[src/rtl/bcc_pkg.sv]
// Shared types and constants of the button click classifier.
// No dependencies; the top level, bcc_csr and bcc_step refer to it by scoped names.
package bcc_pkg;

   localparam int TIME_W  = 32;
   localparam int CFG_W   = 16;
   localparam int COUNT_W = 8;
   localparam int KIND_W  = 3;
   localparam int INDEX_W = 2;

   // Click kind codes.
   localparam logic [KIND_W-1:0] KIND_SINGLE = 3'd0;
   localparam logic [KIND_W-1:0] KIND_DOUBLE = 3'd1;
   localparam logic [KIND_W-1:0] KIND_TRIPLE = 3'd2;
   localparam logic [KIND_W-1:0] KIND_FOUR   = 3'd3;
   localparam logic [KIND_W-1:0] KIND_FIVE   = 3'd4;
   localparam logic [KIND_W-1:0] KIND_TEN    = 3'd5;
   localparam logic [KIND_W-1:0] KIND_LONG   = 3'd6;
   localparam logic [KIND_W-1:0] KIND_NONE   = 3'd7;

   // Click count that resolves as the ten-click kind.
   localparam logic [COUNT_W-1:0] TEN_CLICKS = 8'd10;
   localparam logic [COUNT_W-1:0] COUNT_MAX  = 8'd255;

   // Configuration register indexes.
   localparam logic [INDEX_W-1:0] REG_DEBOUNCE  = 2'd0;
   localparam logic [INDEX_W-1:0] REG_LONG      = 2'd1;
   localparam logic [INDEX_W-1:0] REG_GAP       = 2'd2;

   localparam logic [CFG_W-1:0] DEBOUNCE_RESET = 16'd50;
   localparam logic [CFG_W-1:0] LONG_RESET     = 16'd250;
   localparam logic [CFG_W-1:0] GAP_RESET      = 16'd300;

   typedef struct packed {
      logic [CFG_W-1:0] debounce_len;
      logic [CFG_W-1:0] long_press_ms;
      logic [CFG_W-1:0] multi_click_gap_ms;
   } cfg_type;

   // Packed so that the last field lands in the lowest bits.
   typedef struct packed {
      logic [TIME_W-1:0]  held_ms;
      logic [KIND_W-1:0]  last_kind;
      logic [COUNT_W-1:0] click_total;
      logic               is_down;
      logic [KIND_W-1:0]  click_kind;
      logic               click_event;
      logic               changed_event;
      logic               released_event;
      logic               pressed_event;
   } result_type;

endpackage

[src/rtl/button_click_classifier.sv]
// Button click classifier: one poll in, one event word out, one poll per cycle
// while the response is not stalled; each request is registered in the input
// stage, then its result in the output stage; detector state updates per step.
// Synchronous active-high reset clears the detector state, the registers to
// their defaults and both pipeline stages; it needs no clearing pass.
module button_click_classifier (
   input  logic          clock,
   input  logic          reset,
   input  logic          req_tvalid,
   output logic          req_tready,
   input  logic [39:0]   req_tdata,   // [0] pin_level, [32:1] now_ms, rest zero
   output logic          rsp_tvalid,
   input  logic          rsp_tready,
   output logic [55:0]   rsp_tdata,   // [0] pressed_event, [1] released_event,
                                      // [2] changed_event, [3] click_event,
                                      // [6:4] click_kind, [7] is_down,
                                      // [15:8] click_total, [18:16] last_kind,
                                      // [50:19] held_ms, rest zero
   input  logic          csr_valid,
   output logic          csr_ready,
   input  logic [1:0]    csr_index,
   input  logic [15:0]   csr_data
);

   localparam int RESULT_W = $bits(bcc_pkg::result_type);

   logic                         in_vld_ff, in_vld_in;
   logic                         pin_ff;
   logic [bcc_pkg::TIME_W-1:0]   now_ff;
   logic                         out_vld_ff, out_vld_in;
   bcc_pkg::result_type          out_ff;
   bcc_pkg::result_type          step_result;
   bcc_pkg::cfg_type             cfg;
   logic                         advance;
   logic                         step_en;
   logic                         req_take;

   assign csr_ready = 1'b1;

   bcc_csr u_csr (
      .clock     (clock),
      .reset     (reset),
      .csr_valid (csr_valid),
      .csr_index (csr_index),
      .csr_data  (csr_data),
      .cfg       (cfg)
   );

   // The output stage can take a new result when empty or being drained.
   assign advance    = !out_vld_ff || rsp_tready;
   assign step_en    = in_vld_ff && advance;
   assign req_tready = !in_vld_ff || advance;
   assign req_take   = req_tvalid && req_tready;
   assign in_vld_in  = req_take || (in_vld_ff && !advance);
   assign out_vld_in = step_en || (out_vld_ff && !rsp_tready);

   always_ff @(posedge clock) begin
      if (reset) begin
         in_vld_ff  <= 1'b0;
         out_vld_ff <= 1'b0;
      end else begin
         in_vld_ff  <= in_vld_in;
         out_vld_ff <= out_vld_in;
      end
   end

   always_ff @(posedge clock) begin
      if (req_take) begin
         pin_ff <= req_tdata[0];
         now_ff <= req_tdata[bcc_pkg::TIME_W:1];
      end
      if (step_en) begin
         out_ff <= step_result;
      end
   end

   bcc_step u_step (
      .clock     (clock),
      .reset     (reset),
      .step_en   (step_en),
      .pin_level (pin_ff),
      .now_ms    (now_ff),
      .cfg       (cfg),
      .result    (step_result)
   );

   assign rsp_tvalid = out_vld_ff;
   assign rsp_tdata  = {{(56-RESULT_W){1'b0}}, out_ff};

endmodule

[src/rtl/bcc_csr.sv]
// Configuration registers of the button click classifier.
// Depends on bcc_pkg for widths, register indexes and reset values.
module bcc_csr (
   input  logic                          clock,
   input  logic                          reset,
   input  logic                          csr_valid,
   input  logic [bcc_pkg::INDEX_W-1:0]   csr_index,
   input  logic [bcc_pkg::CFG_W-1:0]     csr_data,
   output bcc_pkg::cfg_type              cfg
);

   bcc_pkg::cfg_type cfg_ff;
   bcc_pkg::cfg_type cfg_in;

   always_comb begin
      cfg_in = cfg_ff;
      if (csr_valid) begin
         case (csr_index)
            bcc_pkg::REG_DEBOUNCE: cfg_in.debounce_len       = csr_data;
            bcc_pkg::REG_LONG:     cfg_in.long_press_ms      = csr_data;
            bcc_pkg::REG_GAP:      cfg_in.multi_click_gap_ms = csr_data;
            default:               cfg_in = cfg_ff;
         endcase
      end
   end

   always_ff @(posedge clock) begin
      if (reset) begin
         cfg_ff.debounce_len       <= bcc_pkg::DEBOUNCE_RESET;
         cfg_ff.long_press_ms      <= bcc_pkg::LONG_RESET;
         cfg_ff.multi_click_gap_ms <= bcc_pkg::GAP_RESET;
      end else begin
         cfg_ff <= cfg_in;
      end
   end

   assign cfg = cfg_ff;

endmodule

[src/rtl/bcc_step.sv]
// Click detector state and the per-poll update logic.
// Depends on bcc_pkg; fed by the input register of the top level.
module bcc_step (
   input  logic                          clock,
   input  logic                          reset,
   input  logic                          step_en,
   input  logic                          pin_level,
   input  logic [bcc_pkg::TIME_W-1:0]    now_ms,
   input  bcc_pkg::cfg_type              cfg,
   output bcc_pkg::result_type           result
);

   logic                          level_ff, level_in;
   logic [bcc_pkg::TIME_W-1:0]    press_start_ff, press_start_in;
   logic [bcc_pkg::TIME_W-1:0]    last_hold_ff, last_hold_in;
   logic [bcc_pkg::TIME_W-1:0]    click_start_ff, click_start_in;
   logic [bcc_pkg::COUNT_W-1:0]   count_ff, count_in;
   logic                          reported_ff, reported_in;
   logic                          long_ff, long_in;
   logic [bcc_pkg::KIND_W-1:0]    kind_seen_ff, kind_seen_in;

   logic [bcc_pkg::TIME_W-1:0]    press_age;
   logic [bcc_pkg::TIME_W-1:0]    click_age;
   logic [bcc_pkg::TIME_W-1:0]    debounce_w, long_w, gap_w;
   logic                          pressed, released, clicked;
   logic [bcc_pkg::KIND_W-1:0]    kind;

   assign debounce_w = {{(bcc_pkg::TIME_W-bcc_pkg::CFG_W){1'b0}}, cfg.debounce_len};
   assign long_w     = {{(bcc_pkg::TIME_W-bcc_pkg::CFG_W){1'b0}}, cfg.long_press_ms};
   assign gap_w      = {{(bcc_pkg::TIME_W-bcc_pkg::CFG_W){1'b0}}, cfg.multi_click_gap_ms};

   // Differences wrap modulo the timestamp width.
   assign press_age = now_ms - press_start_ff;
   assign click_age = now_ms - click_start_ff;

   always_comb begin
      level_in       = pin_level;
      press_start_in = press_start_ff;
      last_hold_in   = last_hold_ff;
      click_start_in = click_start_ff;
      count_in       = count_ff;
      reported_in    = reported_ff;
      long_in        = long_ff;
      kind_seen_in   = kind_seen_ff;
      pressed        = 1'b0;
      released       = 1'b0;
      clicked        = 1'b0;
      kind           = bcc_pkg::KIND_SINGLE;

      if (level_ff && !pin_level) begin
         // Falling edge: a new press and one more click.
         press_start_in = now_ms;
         reported_in    = 1'b0;
         if (count_ff != bcc_pkg::COUNT_MAX) begin
            count_in = count_ff + 1'b1;
         end
         click_start_in = now_ms;
      end else if (!level_ff && pin_level) begin
         last_hold_in = press_age;
         if (press_age >= debounce_w) begin
            released = 1'b1;
            if (press_age >= long_w) begin
               long_in = 1'b1;
            end
         end
      end else if (!pin_level && !reported_ff && (press_age >= debounce_w)) begin
         pressed     = 1'b1;
         reported_in = 1'b1;
      end else if (pin_level && (click_age > gap_w)) begin
         if (long_ff) begin
            // A long click counts only when it is the whole sequence.
            if (count_ff == 8'd1) begin
               clicked = 1'b1;
               kind    = bcc_pkg::KIND_LONG;
            end
            long_in = 1'b0;
         end else begin
            case (count_ff)
               8'd1: begin clicked = 1'b1; kind = bcc_pkg::KIND_SINGLE; end
               8'd2: begin clicked = 1'b1; kind = bcc_pkg::KIND_DOUBLE; end
               8'd3: begin clicked = 1'b1; kind = bcc_pkg::KIND_TRIPLE; end
               8'd4: begin clicked = 1'b1; kind = bcc_pkg::KIND_FOUR;   end
               8'd5: begin clicked = 1'b1; kind = bcc_pkg::KIND_FIVE;   end
               bcc_pkg::TEN_CLICKS: begin
                  clicked = 1'b1;
                  kind    = bcc_pkg::KIND_TEN;
               end
               default: begin
                  clicked = 1'b0;
                  kind    = bcc_pkg::KIND_SINGLE;
               end
            endcase
         end
         if (clicked) begin
            kind_seen_in = kind;
         end
         count_in       = '0;
         click_start_in = '0;
      end
   end

   always_ff @(posedge clock) begin
      if (reset) begin
         level_ff       <= 1'b1;
         press_start_ff <= '0;
         last_hold_ff   <= '0;
         click_start_ff <= '0;
         count_ff       <= '0;
         reported_ff    <= 1'b0;
         long_ff        <= 1'b0;
         kind_seen_ff   <= bcc_pkg::KIND_NONE;
      end else if (step_en) begin
         level_ff       <= level_in;
         press_start_ff <= press_start_in;
         last_hold_ff   <= last_hold_in;
         click_start_ff <= click_start_in;
         count_ff       <= count_in;
         reported_ff    <= reported_in;
         long_ff        <= long_in;
         kind_seen_ff   <= kind_seen_in;
      end
   end

   always_comb begin
      result.pressed_event  = pressed;
      result.released_event = released;
      result.changed_event  = pressed | released;
      result.click_event    = clicked;
      result.click_kind     = kind;
      result.is_down        = ~pin_level;
      result.click_total    = count_in;
      result.last_kind      = kind_seen_in;
      result.held_ms        = last_hold_in;
   end

endmodule

[config.mk]
export PLATFORM = sky130hd
export DESIGN_NAME = button_click_classifier
export DESIGN_NICKNAME = d
export VERILOG_FILES = /design/src/rtl/bcc_pkg.sv /design/src/rtl/button_click_classifier.sv /design/src/rtl/bcc_csr.sv /design/src/rtl/bcc_step.sv
export SDC_FILE = /design/constraint.sdc
export NUM_CORES = 1
export LEC_CHECK = 0
export BUFFER_PORTS_ARGS = -buffer_cell sky130_fd_sc_hd__buf_2
export CORE_ASPECT_RATIO = 0.9
export CORE_MARGIN = 3
export CORE_UTILIZATION = 30
export CTS_CLUSTER_DIAMETER = 100
export CTS_CLUSTER_SIZE = 10
export DETAILED_ROUTE_END_ITERATION = 6
export HOLD_SLACK_MARGIN = 0.05
export PLACE_DENSITY = 0.54
export SYNTH_ARGS = -nofsm -noshare
export SYNTH_HDL_FRONTEND = slang
export SYNTH_SLANG_ARGS = --single-unit
[constraint.sdc]
create_clock -name clock -period 6.2 [get_ports clock]
set_clock_uncertainty 0.2 [all_clocks]
set_input_delay 0 -clock clock [delete_from_list [all_inputs] [get_ports clock]]
set_output_delay 0 -clock clock [all_outputs]
set_load 0.005 [all_outputs]
==> results by group <==
Synthesis
  – Ys Warns: 0
  – Syn Inst Count: 1,727
  – Mapped Area: 14,600 um2
  – Yosys reg bits: 244
  – EDFF count, synth: 84
  – Syn avg cell area: 8.43 um2
  – Synth cell types: 83
  – Synth Flop Type: dfxtp_1
  – Seq/Total Area, Yosys: 39.3%
  – Asr flop ratio synth: 0%

STA
  – Worst Setup Slack, final: 0.561 ns
  – Worst-Margin Slew: 1.03 ns
  – RSZ-0062 raised after global routing: false
  – Headroom to the max-slew limit: 31.1%
  – Pins over their slew limit: 0
  – Fmax: 177 MHz
  – Setup TNS: 0 ns
  – Final period util: 90.9%
  – Final setup fails: 0
  – Fin Hold WS: 0.0931 ns
  – Final hold viol count: 0
  – Final min period: 5.64 ns

Floorplan
  – Die Ht: 215 um
  – Rows: 75
  – Starting Density: 30.8%
  – Top-level I/O count: 122
  – Chip Width: 238 um
  – CORE AREA: 47,300 um2
  – Die area: 51,200 um2

Placed design
  – I/O Buffers: 108
  – Final HPWL DP: 31.1 mm
  – Placed insts: 2,370
  – Pre-CTS setup slack: 0.586 ns
  – Placed Area: 15,600 um2
  – Final Wtd Congestion: 0.893

Route
  – WL/cell: 16.5 um
  – DR vias/cell: 5.04
  – Post-route ant nets: 0
  – 1st-pass router iterations: 5
  – Initial DRC count: 856
  – Drt drc: 0
  – Vias: 12.7k
  – Drt total wl: 41.6 mm

Global routing
  – Gr ovfl total: 0
  – Vias in the first global route: 12.2k
  – Antenna violations before repair: 0
  – GRT Total Usage: 15.9%
  – Largest net degree at the start of global routing: 65
  – First-pass GRT wire length: 66.4 mm

Setup path
  – Startpoint Class: flip-flop
  – Crit path depth: 19
  – Crit path cell chain: inv_1, ha_1, fa_1, nand2b_1, a21oi_1, o211ai_1, a21boi_1, nor2_1, xnor2_1, ha_1, nand2_1, o21ai_0, a211oi_1, a31oi_1, nor4_1, or4b_1, nor4_4, nor2_1, mux2_1
  – R2R Setup Slk: 0.56 ns
  – RR Endpoint: rsp_tdata[18]
  – Crit Reg-Reg Startpoint: now_ff[0]
  – Worst setup EP type: flip-flop
  – Reg2Reg Depth: 19
  – Largest delay contributor family on the critical path: simple AND/OR/NAND/NOR gates
  – Setup crit start: now_ff[0]
  – Data required, critical path: 6.28 ns
  – Setup crit end: rsp_tdata[18]
  – CP Buf/Inv Count: 1
  – Critical path fanouts, max: 6
  – CP peak stage delay: 0.58 ns
  – Crit path kind: flip-flop to flip-flop
  – Crit path DAT: 5.72 ns
  – Slowest CP cell: nor4_4

CTS
  – H-Tree Depth: 1
  – TritonCTS clock tree: done
  – Num CTS Buffers: 28
  – CTS root buffer: clkbuf_16
  – Later-pin clock latency in the skew report: 0.56 ns
  – CTS Buffer Depth: 3
  – Post-CTS Setup Inserts: 0
  – TritonCTS Sinks: 244
  – Clk slew on worst S/H paths: 0.06 ns

Layout
  – Final core occ: 36.9%
  – Post-route cell area: 17,500 um2
  – ANT cells: 0
  – Layout area overhead: 19.9%
  – Share of post-route cells with drive strength above 1: 10.5%
  – Nets: 2,071
  – Cell Count, Final, Fillers Out: 2,526

Power and ir drop
  – Pwr/cell area: 239 nW/um2
  – Pleak: 6.54 nW
  – Total chip power: 4.17 mW
  – Max VDD drop: 0.000195 V

Worst hold path
  – Worst hold path class: input pin to flip-flop

Job
  – Max Cap Viol: 0

Outcome
  – Status: completed
## worst min-delay path by stage
stage	cells past startpoint	from	to
global placement	1	req_tdata[25]	now_ff[24]
finish	4	csr_data[0]	u_csr.cfg[32]
global route	4	csr_data[0]	u_csr.cfg[0]
floorplan	0	req_tdata[1]	now_ff[0]
detailed placement	1	req_tdata[11]	now_ff[10]
CTS	4	csr_data[6]	u_csr.cfg[22]
## report_power, final
group / internal, mW / switching (mW) / total (mW)
Combinational: 0.348 / 0.534 / 0.882
Sequential: 1.73 / 0.0452 / 1.77
Clock: 0.865 / 0.653 / 1.52
Total: 2.94 / 1.23 / 4.17
## layout make-up
class / count / area (um2)
clock buffer: 49 / 801
sequential: 244 / 5730
tap: 616 / 771
clock inverter: 1 / 8.76
timing repair buffer: 222 / 1660
multi-input combinational: 1262 / 7990
inverter: 132 / 497
fill: 4835 / 29800
## logic make-up after synthesis
| logic type | Yosys count | share of synthesized area (%) |
|---|---|---|
| fa+ha+maj | 118 | 10.2 |
| buf+inv | 225 | 6.13 |
| simple gates | 604 | 19.0 |
| other cells | 2 | 0.0516 |
| flops | 244 | 39.3 |
| compound gates | 455 | 20.1 |
| xor+xnor | 49 | 2.95 |
| mux | 30 | 2.25 |
## what timing repair did
item	CTS	global route
resized for setup	0	0
endpoints found under the hold margin	127	0
endpoints found under the setup margin	0	0
hold buffers	106	0
## cells in the final DEF (no fill, tap or decap), drive strengths merged, types with 29 or more instances in the layout
| master | netlist | final |
|---|---|---|
| inv | 131 | 130 |
| edfxtp | 84 | 84 |
| ha | 116 | 116 |
| nand3 | 32 | 32 |
| dlygate4sd3 | 0 | 106 |
| a22o | 32 | 32 |
| dfxtp | 160 | 160 |
| nor3 | 40 | 40 |
| a21oi | 181 | 181 |
| xnor2 | 31 | 31 |
| o21ai | 76 | 76 |
| nor2 | 107 | 107 |
| o211ai | 29 | 29 |
| clkbuf | 66 | 49 |
| nand2 | 294 | 294 |
| nand4 | 29 | 29 |
| buf | 27 | 116 |
## tightest hold or removal path: stages
cell	delay, ns
dlygate4sd3_1	0.53
buf_2	0.14
nand2_1	0.05
a21oi_1	0.06
## cells in the mapped netlist (11+ instances only)
cell type | n | area [um2]
nand2_1 | 294 | 1100
a21oi_1 | 175 | 876
dfxtp_1 | 160 | 3200
inv_1 | 131 | 492
ha_1 | 116 | 1450
nor2_1 | 106 | 398
edfxtp_1 | 84 | 2520
clkbuf_1 | 66 | 248
o21ai_0 | 63 | 315
nor3_1 | 40 | 200
a22o_1 | 32 | 280
nand3_1 | 32 | 160
xnor2_1 | 31 | 272
nand4_1 | 29 | 181
o211ai_1 | 28 | 210
nand2b_1 | 22 | 138
o21a_1 | 20 | 150
mux2_2 | 19 | 214
a21o_1 | 18 | 135
a31oi_1 | 18 | 113
xor2_1 | 18 | 158
buf_2 | 14 | 70.1
o21ai_1 | 12 | 60.1
a211oi_1 | 11 | 82.6
## flip-flops by register name, summed over array words and instances, names as in the netlist, 3 cells and up
name	cells
u_step.last_hold_ff	32
u_step.click_start_ff	32
now_ff	32
u_csr.cfg	48
u_step.kind_seen_ff	3
u_step.press_start_ff	32
u_step.count_ff	8
rsp_tdata	51
## routing by layer
layer  GRT usage [%]  vias to the layer above  part of all wire (%)
met4            4.29                        0                   2.7
li1                -                     6430                     -
met5               0                        -                     0
met1            23.0                     5949                    49
met3            2.35                       65                   5.2
met2            24.7                      297                    43
Power figures use the tool's default switching activity.
